File: src/rtl/pgs_pkg.sv
`timescale 1ns / 1ps
`default_nettype none
// ---------------------------------------------------------------------------
// pgs_pkg
// Shared types and constants for the Gauss-Seidel Poisson solver.
// ---------------------------------------------------------------------------
package pgs_pkg;
  localparam int MAX_WIDTH  = 64;
  localparam int MAX_HEIGHT = 64;
  localparam int CELLS      = MAX_WIDTH * MAX_HEIGHT;
  localparam int ADDR_BITS  = $clog2(CELLS);
  localparam int COL_BITS   = $clog2(MAX_WIDTH);
  localparam int ROW_BITS   = $clog2(MAX_HEIGHT);

  localparam logic [1:0] KIND_LOAD  = 2'd0;
  localparam logic [1:0] KIND_SOLVE = 2'd1;
  localparam logic [1:0] KIND_READ  = 2'd2;

  localparam logic [1:0] REG_WIDTH  = 2'd0;
  localparam logic [1:0] REG_HEIGHT = 2'd1;
  localparam logic [1:0] REG_TOL    = 2'd2;
  localparam logic [1:0] REG_SWEEPS = 2'd3;

  localparam logic [62:0] CAP63    = {63{1'b1}};
  localparam logic [33:0] SQ_LIMIT = 34'd3037000499;

  typedef struct packed {
    logic [1:0]         kind;
    logic [11:0]        cell_index;
    logic signed [31:0] cell_value;
  } in_item_t;

  typedef struct packed {
    logic signed [31:0] read_value;
    logic [15:0]        sweep_count;
    logic               converged;
    logic [62:0]        residual_squared;
  } out_item_t;

  // datapath operation selected by the controller
  typedef enum logic [2:0] {
    OP_NONE, OP_CLEAR, OP_UPDATE, OP_RESID, OP_LOAD, OP_READ
  } op_t;

  typedef struct packed {
    op_t                  op;
    logic [ADDR_BITS-1:0] addr;
    logic [COL_BITS-1:0]  col;
    logic [ROW_BITS-1:0]  row;
    logic                 acc_clear;
    logic signed [31:0]   value;
  } dp_cmd_t;
endpackage
`default_nettype wire

File: src/rtl/pgs_controller.sv
`timescale 1ns / 1ps
`default_nettype none
// ---------------------------------------------------------------------------
// pgs_controller
// Sequencer for load, read and solve transactions.
// ---------------------------------------------------------------------------
module pgs_controller (
  input  wire logic                       clk,
  input  wire logic                       rst,
  input  wire logic                       in_valid,
  output logic                            in_stall,
  input  wire pgs_pkg::in_item_t          in_data,
  output logic                            out_valid,
  input  wire logic                       out_stall,
  output pgs_pkg::out_item_t              out_data,
  input  wire logic [pgs_pkg::COL_BITS:0] width,
  input  wire logic [pgs_pkg::ROW_BITS:0] height,
  input  wire logic [62:0]                tol,
  input  wire logic [15:0]                limit,
  output pgs_pkg::dp_cmd_t                cmd,
  output logic [2:0]                      tap,
  input  wire logic signed [31:0]         read_data,
  input  wire logic [62:0]                acc
);
  typedef enum logic [2:0] {
    S_IDLE, S_INIT, S_READ, S_CLEAR, S_UPD, S_RES, S_DRAIN, S_CHECK
  } state_t;
  state_t state;
  logic [pgs_pkg::ADDR_BITS-1:0] addr;
  logic [pgs_pkg::COL_BITS-1:0] col;
  logic [pgs_pkg::ROW_BITS-1:0] row;
  logic [3:0] drain;
  logic [15:0] sweeps;
  logic last_cell;
  logic in_acc;
  logic finish;
  logic out_set;

  assign in_stall = state != S_IDLE || (out_valid && out_stall);
  assign in_acc = in_valid && !in_stall;
  assign last_cell = ({1'b0, col} + 1'b1 == width) && ({1'b0, row} + 1'b1 == height);
  assign finish = acc < tol || sweeps >= limit;
  assign out_set = (state == S_IDLE && in_acc &&
                    !(in_data.kind inside {pgs_pkg::KIND_READ, pgs_pkg::KIND_SOLVE})) ||
                   state == S_READ || (state == S_CHECK && finish);

  always_comb begin
    cmd = '0;
    cmd.addr = addr;
    cmd.col = col;
    cmd.row = row;
    cmd.op = pgs_pkg::OP_NONE;
    if (state == S_IDLE && in_acc) begin
      cmd.addr = in_data.cell_index;
      cmd.value = in_data.cell_value;
      if (in_data.kind == pgs_pkg::KIND_LOAD) cmd.op = pgs_pkg::OP_LOAD;
      if (in_data.kind == pgs_pkg::KIND_READ) cmd.op = pgs_pkg::OP_READ;
    end
    if (state inside {S_INIT, S_CLEAR}) cmd.op = pgs_pkg::OP_CLEAR;
    if (state == S_UPD) cmd.op = pgs_pkg::OP_UPDATE;
    if (state == S_RES) begin
      cmd.op = pgs_pkg::OP_RESID;
      cmd.acc_clear = addr == '0 && tap == '0;
    end
  end

  always_ff @(posedge clk) begin
    if (rst) begin
      state <= S_INIT;
      out_valid <= 1'b0;
      tap <= 3'd4;
      addr <= '0;
      col <= '0;
      row <= '0;
      sweeps <= '0;
      drain <= '0;
      out_data <= '0;
    end else begin
      if (out_set) out_valid <= 1'b1;
      else if (!out_stall) out_valid <= 1'b0;
      case (state)
        S_IDLE: begin
          tap <= 3'd4;
          if (in_acc) begin
            out_data <= '0;
            if (in_data.kind == pgs_pkg::KIND_READ) state <= S_READ;
            else if (in_data.kind == pgs_pkg::KIND_SOLVE) begin
              state <= S_CLEAR;
              addr <= '0;
            end
          end
        end
        S_READ: begin
          out_data.read_value <= read_data;
          state <= S_IDLE;
        end
        S_INIT, S_CLEAR: begin
          addr <= addr + 1'b1;
          if (addr == '1) begin
            if (state == S_INIT) state <= S_IDLE;
            else begin
              col <= '0;
              row <= '0;
              tap <= '0;
              sweeps <= '0;
              state <= S_UPD;
            end
          end
        end
        S_UPD, S_RES: begin
          if (tap != 3'd4) tap <= tap + 1'b1;
          else if (last_cell) begin
            addr <= '0;
            col <= '0;
            row <= '0;
            if (state == S_UPD) begin
              tap <= '0;
              sweeps <= sweeps + 1'b1;
              state <= S_RES;
            end else begin
              tap <= 3'd4;
              drain <= '0;
              state <= S_DRAIN;
            end
          end else begin
            tap <= '0;
            addr <= addr + 1'b1;
            if ({1'b0, col} + 1'b1 == width) begin
              col <= '0;
              row <= row + 1'b1;
            end else col <= col + 1'b1;
          end
        end
        S_DRAIN: begin
          // squaring pipeline settles into the accumulator
          drain <= drain + 1'b1;
          if (drain == 4'd4) state <= S_CHECK;
        end
        S_CHECK: begin
          if (finish) begin
            out_data.sweep_count <= sweeps;
            out_data.converged <= acc < tol;
            out_data.residual_squared <= acc;
            state <= S_IDLE;
          end else begin
            tap <= '0;
            state <= S_UPD;
          end
        end
        default: state <= S_IDLE;
      endcase
    end
  end
endmodule
`default_nettype wire

File: config.mk
export PLATFORM = sky130hd
export DESIGN_NAME = pgs_controller
export DESIGN_NICKNAME = d
export VERILOG_FILES = /design/src/rtl/pgs_pkg.sv /design/src/rtl/pgs_controller.sv
export SDC_FILE = /design/constraint.sdc
export NUM_CORES = 1
export LEC_CHECK = 0
export BUFFER_PORTS_ARGS = -buffer_cell sky130_fd_sc_hd__buf_4
export CAP_MARGIN = 10
export CORE_AREA = 2 2 162 164
export DETAILED_ROUTE_END_ITERATION = 12
export DIE_AREA = 0 0 164 166
export GPL_TIMING_DRIVEN = 0
export PLACE_DENSITY = 0.66
export SYNTH_ARGS = -nofsm -noshare
export SYNTH_HDL_FRONTEND = slang
export SYNTH_SLANG_ARGS = --single-unit
File: constraint.sdc
create_clock -name clk -period 2.65 [get_ports clk]
set_input_delay 0.265 -clock clk [delete_from_list [all_inputs] [get_ports clk]]
set_output_delay 0.265 -clock clk [all_outputs]
set_load 0.1 [all_outputs]
# Word level (Yosys, flattened, before mapping)
# Cells that the tools add are included.
# totals
register_bits,163
out_inout_bits,177
inputBits,238
# op_classes
n_reduce_logical,37
add_sub_neg,8
magnitude_cmp,2
muxes,58
n_eq_ne,29
# op_table
operator,count
case mux 80 bit (2 select lines),1
2-to-1 mux 112 bit,1
2-to-1 mux 16 bit,5
2-to-1 mux 80 bit,1
case mux 32 bit (2 select lines),1
less-than comparator 63 bit,1
2-to-1 mux 12 bit,5
2-to-1 mux 3 bit,20
2-to-1 mux 6 bit,8
case mux 12 bit (3 select lines),1
2-to-1 mux 32 bit,1
case mux 16 bit (2 select lines),1
case mux 6 bit (2 select lines),2
!= test 2 bit (second input constant),11
case mux 3 bit (6 select lines),1
adder 16 x 1 -> 16 bit (second input constant),1
greater-or-equal comparator 16 bit,1
2-to-1 mux 15 bit,1
adder 6 x 1 -> 7 bit (second input constant),2
equality test 7 bit,2
adder 12 x 1 -> 12 bit (second input constant),1
adder 6 x 1 -> 6 bit (second input constant),2
equality test 12 bit (second input constant),1
equality test 3 bit (second input constant),4
other kinds (30),59

# Longest topological paths before layout
# logic_depth
ltp_word,9
mapped_depth,12

# Worst setup path after synthesis
# Ideal clock, no wire load.
# synth_path
kind,flip-flop to output port
start,reg out_valid
end,out cmd[54] in the netlist's numbering
path_buffers,2
path_stages_with_launch,6
required_ps,2385
slack_ps,-1544
arrival_time_ps,3929
cell_sequence,dfxtp_1 nand2_1 and3_1 clkbuf_1 clkbuf_1 o21ai_0
# synth_rtl
element,line,rtl
from (decl),pgs_controller.sv:13,"output logic out_valid,"
from (signal assigned),pgs_controller.sv:70,out_valid <= 1'b0;
from (signal assigned),pgs_controller.sv:79,if (out_set) out_valid <= 1'b1;
from (signal assigned),pgs_controller.sv:80,else if (!out_stall) out_valid <= 1'b0;
to (decl),pgs_controller.sv:20,"output pgs_pkg::dp_cmd_t cmd,"

# Worst setup path in the final report
# layout_path
start,reg sweeps[14]
end,reg out_data[46] in the netlist's numbering
# layout_via
elab_chain_len,4
# layout_lines
element,line,rtl
from (decl),pgs_controller.sv:33,logic [15:0] sweeps;
from (signal assigned),pgs_controller.sv:118,sweeps <= sweeps + 1'b1;
greater-or-equal comparator 16 bit,pgs_controller.sv:42,assign finish = acc < tol || sweeps >= limit;
logical OR 1 bit,pgs_controller.sv:42,
!= test 2 bit (no line),n/a,
AND reduction 3 bit (no line),n/a,
to (decl),pgs_controller.sv:15,"output pgs_pkg::out_item_t out_data,"
# Every way passes these cells.
# A chain may end at the register's enable or synchronous reset.

==> metrics.txt <==
# TYPE chip_impl_metric gauge
chip_impl_metric{name="first_iter_violations",unit=""} 473
chip_impl_metric{name="die_height",unit="um"} 166
chip_impl_metric{name="ff2ff_setup_slack",unit="ns"} 0.01
chip_impl_metric{name="cts-hold-fix-buffers",unit=""} 0
chip_impl_metric{name="netlist-cell-type-count",unit=""} 70
chip_impl_metric{name="synth-seq-area-share",unit="%"} 36.3
chip_impl_metric{name="wire_length_of_the_first_global_routing_pass",unit="um"} 47100
chip_impl_metric{name="critPathBufInv",unit=""} 3
chip_impl_metric{name="start_util",unit="%"} 35.1
chip_impl_metric{name="dieWidth",unit="um"} 164
chip_impl_metric{name="antenna_found_initial",unit=""} 0
chip_impl_metric{name="i_o_pin_count",unit=""} 415
chip_impl_info{name="cp_top_family",value="compound AO/OA/AOI/OAI gates"} 1
chip_impl_info{name="critical_path.reg2reg.startpoint",value="sweeps[14]"} 1
chip_impl_metric{name="power_density",unit="mW/mm^2"} 444
chip_impl_metric{name="drc",unit=""} 0
chip_impl_metric{name="clock_pin_slew_worst_setup_and_hold_paths",unit="ns"} 0.08
chip_impl_info{name="synth_top_area_cell",value="sky130_fd_sc_hd__dfxtp_1"} 1
chip_impl_info{name="synth_most_common_cell",value="sky130_fd_sc_hd__dfxtp_1"} 1
chip_impl_metric{name="finalSetupViolCount",unit=""} 0
chip_impl_metric{name="first_global_vias",unit=""} 8982
chip_impl_metric{name="slew_at_the_pin_closest_to_its_max_slew_limit",unit="ns"} 0.696
chip_impl_metric{name="wl",unit="um"} 31200
chip_impl_metric{name="pin_count_of_the_biggest_net_entering_global_routing",unit=""} 19
chip_impl_metric{name="antenna-diode-count",unit=""} 0
chip_impl_metric{name="total_leakage_power",unit="nW"} 6.76
chip_impl_metric{name="area_fraction_of_the_dominant_cell_type_after_synthesis",unit="%"} 36.3
chip_impl_info{name="criticalPathCategory",value="reg -> reg"} 1
chip_impl_metric{name="syn_inst",unit=""} 1056
chip_impl_metric{name="routed_via_density",unit=""} 4.99
chip_impl_info{name="timing.critical_path.slowest_stage_cell",value="sky130_fd_sc_hd__dfxtp_4"} 1
chip_impl_info{name="hold_path_class",value="in -> reg"} 1
chip_impl_info{name="post_synth_top_flop",value="sky130_fd_sc_hd__dfxtp_1"} 1
chip_impl_metric{name="cts_sinks",unit=""} 163
chip_impl_metric{name="port_bufs",unit=""} 414
chip_impl_metric{name="fin_tns_setup",unit="ns"} 0
chip_impl_metric{name="max-vdd-ir-drop",unit="mV"} 0.316
chip_impl_info{name="status",value="completed"} 1
chip_impl_metric{name="yosysWarnings",unit=""} 0
chip_impl_metric{name="vias",unit=""} 9320
chip_impl_metric{name="layout.cells.non_filler",unit=""} 1866
chip_impl_metric{name="clock_latency_late_sink",unit="ns"} 0.44
chip_impl_metric{name="worst-path-max-fanout",unit=""} 5
chip_impl_metric{name="numPlacedInstances",unit=""} 1805
chip_impl_metric{name="num-nets-final",unit=""} 1846
chip_impl_metric{name="routed_wire_length_per_instance",unit="um"} 16.7
chip_impl_metric{name="arrival",unit="ns"} 2.96
chip_impl_metric{name="drtPass1Iterations",unit=""} 5
chip_impl_info{name="start_kind",value="register"} 1
chip_impl_metric{name="last_weighted_congestion_value_of_the_routability_driven_placer",unit=""} 0.868
chip_impl_metric{name="floorplan.rows",unit=""} 59
chip_impl_metric{name="fmaxAchievable",unit="GHz"} 0.379
chip_impl_metric{name="fill_cells",unit=""} 2386
chip_impl_metric{name="synthesis.nets",unit=""} 1384
chip_impl_info{name="cp-end-kind",value="register"} 1
chip_impl_metric{name="synthToLayoutAreaGrowth",unit="%"} 56.0
chip_impl_metric{name="detailed_place_hpwl",unit="um"} 24400
chip_impl_metric{name="cts_buffers",unit=""} 17
chip_impl_info{name="ys_top_cells_by_area",value="sky130_fd_sc_hd__dfxtp_1 (36%), sky130_fd_sc_hd__ha_1 (13%), sky130_fd_sc_hd__a22o_1 (7.7%)"} 1
chip_impl_info{name="cp-startpoint",value="sweeps[14]"} 1
chip_impl_info{name="ys_top_cells_by_count",value="sky130_fd_sc_hd__dfxtp_1 (163), sky130_fd_sc_hd__nand2_1 (110), sky130_fd_sc_hd__inv_1 (104)"} 1
chip_impl_metric{name="slew_viol_final",unit=""} 0
chip_impl_metric{name="core_region_area",unit="mm^2"} 0.0256
chip_impl_metric{name="mappedNetlistArea",unit="mm^2"} 0.00898
chip_impl_info{name="rsz0062_at_grt",value="true"} 1
chip_impl_metric{name="cts.path.max_buffers",unit=""} 2
chip_impl_metric{name="totalPowerFinal",unit="mW"} 6.21
chip_impl_metric{name="synth-seq-cells",unit=""} 163
chip_impl_info{name="cts_tree",value="built"} 1
chip_impl_metric{name="async_reset_ff_share",unit="%"} 0
chip_impl_metric{name="global_route.usage.total",unit="%"} 21.7
chip_impl_metric{name="drv_cap",unit=""} 0
chip_impl_info{name="hold_start",value="acc[4]"} 1
chip_impl_metric{name="synthesis.area_per_instance",unit="um^2"} 8.51
chip_impl_metric{name="pre_cts_slack",unit="ns"} -0.878
chip_impl_metric{name="final.period_utilization",unit="%"} 99.5
chip_impl_metric{name="synth_edf_count",unit=""} 0
chip_impl_metric{name="detail-route-antenna-nets",unit=""} 0
chip_impl_metric{name="global_route.overflow_total",unit=""} 0
chip_impl_metric{name="post_dp_cell_area",unit="mm^2"} 0.0126
chip_impl_metric{name="final_hold_viol_count",unit=""} 0
chip_impl_metric{name="ctsHtreeMaxLevel",unit=""} 4
chip_impl_metric{name="postLayoutCellArea",unit="mm^2"} 0.0140
chip_impl_metric{name="clock-skew-final",unit="ns"} 0.0133
chip_impl_metric{name="layout_min_cycle_time",unit="ns"} 2.64
chip_impl_metric{name="worst_path_largest_cell_delay",unit="ns"} 0.37
chip_impl_metric{name="die-area",unit="mm^2"} 0.0272
chip_impl_metric{name="cp.required",unit="ns"} 2.97
chip_impl_metric{name="finalWorstSetupSlack",unit="ns"} 0.0137
chip_impl_info{name="cts_root_buf",value="sky130_fd_sc_hd__clkbuf_16"} 1
chip_impl_info{name="worstPathCellList",value="ha_4, nand4_1, a211oi_4, o2111ai_2, o21ai_4, a21oi_2, nor3b_4, buf_6, buf_8, clkbuf_16, a22o_1"} 1
chip_impl_metric{name="timing.slew.headroom",unit="%"} 53.6
chip_impl_metric{name="layout-drive-gt1-share",unit="%"} 38.5
## routing by layer
| metal | share of wire, % | vias up | track usage (%) |
|---|---|---|---|
| li1 | - | 4638 | - |
| met1 | 42 | 4301 | 26.8 |
| met2 | 49 | 339 | 37.1 |
| met3 | 7.6 | 42 | 5.59 |
| met4 | 2.2 | 0 | 6.06 |
| met5 | 0 | - | 0 |
## worst register-to-register path, cell delays in order, from the launching register on
cell and delay, ns:
sky130_fd_sc_hd__dfxtp_4 0.37, sky130_fd_sc_hd__ha_4 0.27, sky130_fd_sc_hd__nand4_1 0.21, sky130_fd_sc_hd__a211oi_4 0.31, sky130_fd_sc_hd__o2111ai_2 0.19, sky130_fd_sc_hd__o21ai_4 0.28
sky130_fd_sc_hd__a21oi_2 0.12, sky130_fd_sc_hd__nor3b_4 0.16, sky130_fd_sc_hd__buf_6 0.14, sky130_fd_sc_hd__buf_8 0.13, sky130_fd_sc_hd__clkbuf_16 0.15, sky130_fd_sc_hd__a22o_1 0.20
## through the flow
step	utilization (%)	hold slack [ns]
2_1_floorplan	-	0.390
3_5_place_dp	49.2	0.462
4_1_cts	53.0	0.0259
3_3_place_gp	49.2	0.454
5_1_grt	54.7	0.0418
6_report	54.7	0.0435
## layout by cell type, fill, tap and decap left out, types with 33 or more instances in the layout
cell | netlist | final
sky130_fd_sc_hd__buf_4 | 3 | 422
sky130_fd_sc_hd__dfxtp_1 | 163 | 140
sky130_fd_sc_hd__nand2_1 | 110 | 108
sky130_fd_sc_hd__inv_1 | 104 | 103
sky130_fd_sc_hd__a21oi_1 | 91 | 87
sky130_fd_sc_hd__ha_1 | 90 | 83
sky130_fd_sc_hd__a22o_1 | 79 | 79
sky130_fd_sc_hd__nor2_1 | 53 | 52
sky130_fd_sc_hd__nand3_1 | 51 | 48
sky130_fd_sc_hd__and2_1 | 34 | 33
## kinds of logic (layout without fill, tap and decap cells)
kind of cell             Yosys count  in the layout  synth area share [%]
adder cells (fa/ha/maj)           90             90                  12.5
flip-flops                       163            163                  36.3
multiplexers                       4              4                 0.446
buffers and inverters            157            632                  7.06
XOR/XNOR                          37             37                  3.76
AO/OA/AOI/OAI                    261            261                  20.1
AND/OR/NAND/NOR                  344            344                  19.7
## final timing paths
check,cells after the start,to
setup / recovery,11,out_data[46]
hold / removal,2,out_data[4]
setup reg to reg,11,out_data[46]
hold reg to reg,2,out_data[85]
## state kept, by name, summed over array words and instances, names as in the netlist
| signal | cells |
|---|---|
| tap | 3 |
| col | 6 |
| sweeps | 16 |
| out_valid | 1 |
| row | 6 |
| out_data | 112 |
| drain | 4 |
| addr | 12 |
| state | 3 |
## power breakdown
| part | leakage [nW] | total, mW | internal, mW | switching (mW) |
|---|---|---|---|---|
| Combinational | 5.14 | 1.25 | 0.543 | 0.712 |
| Sequential | 1.33 | 2.47 | 2.45 | 0.0194 |
| Clock | 0.290 | 2.49 | 1.27 | 1.22 |
## area by class of cell
class,instances,area (um^2),share of cell area [%]
Clock buffer,17,425,3.04
Sequential cell,163,3320,23.7
Buffer,49,323,2.30
Multi-Input combinational cell,736,5410,38.6
Timing Repair Buffer,446,3560,25.4
Inverter,105,397,2.83
Clock inverter,15,160,1.14
Tap cell,335,419,2.99
## repair_timing
| item | in CTS | in global routing |
|---|---|---|
| cloned | 0 | 5 |
| setup buffers | 16 | 12 |
| endpoints found under the hold margin | 0 | 0 |
| endpoints found under the setup margin | 153 | 143 |
| gates resized for setup | 78 | 64 |
| pin swaps | 13 | 55 |
No activity file was read; power rests on OpenSTA's default activity.
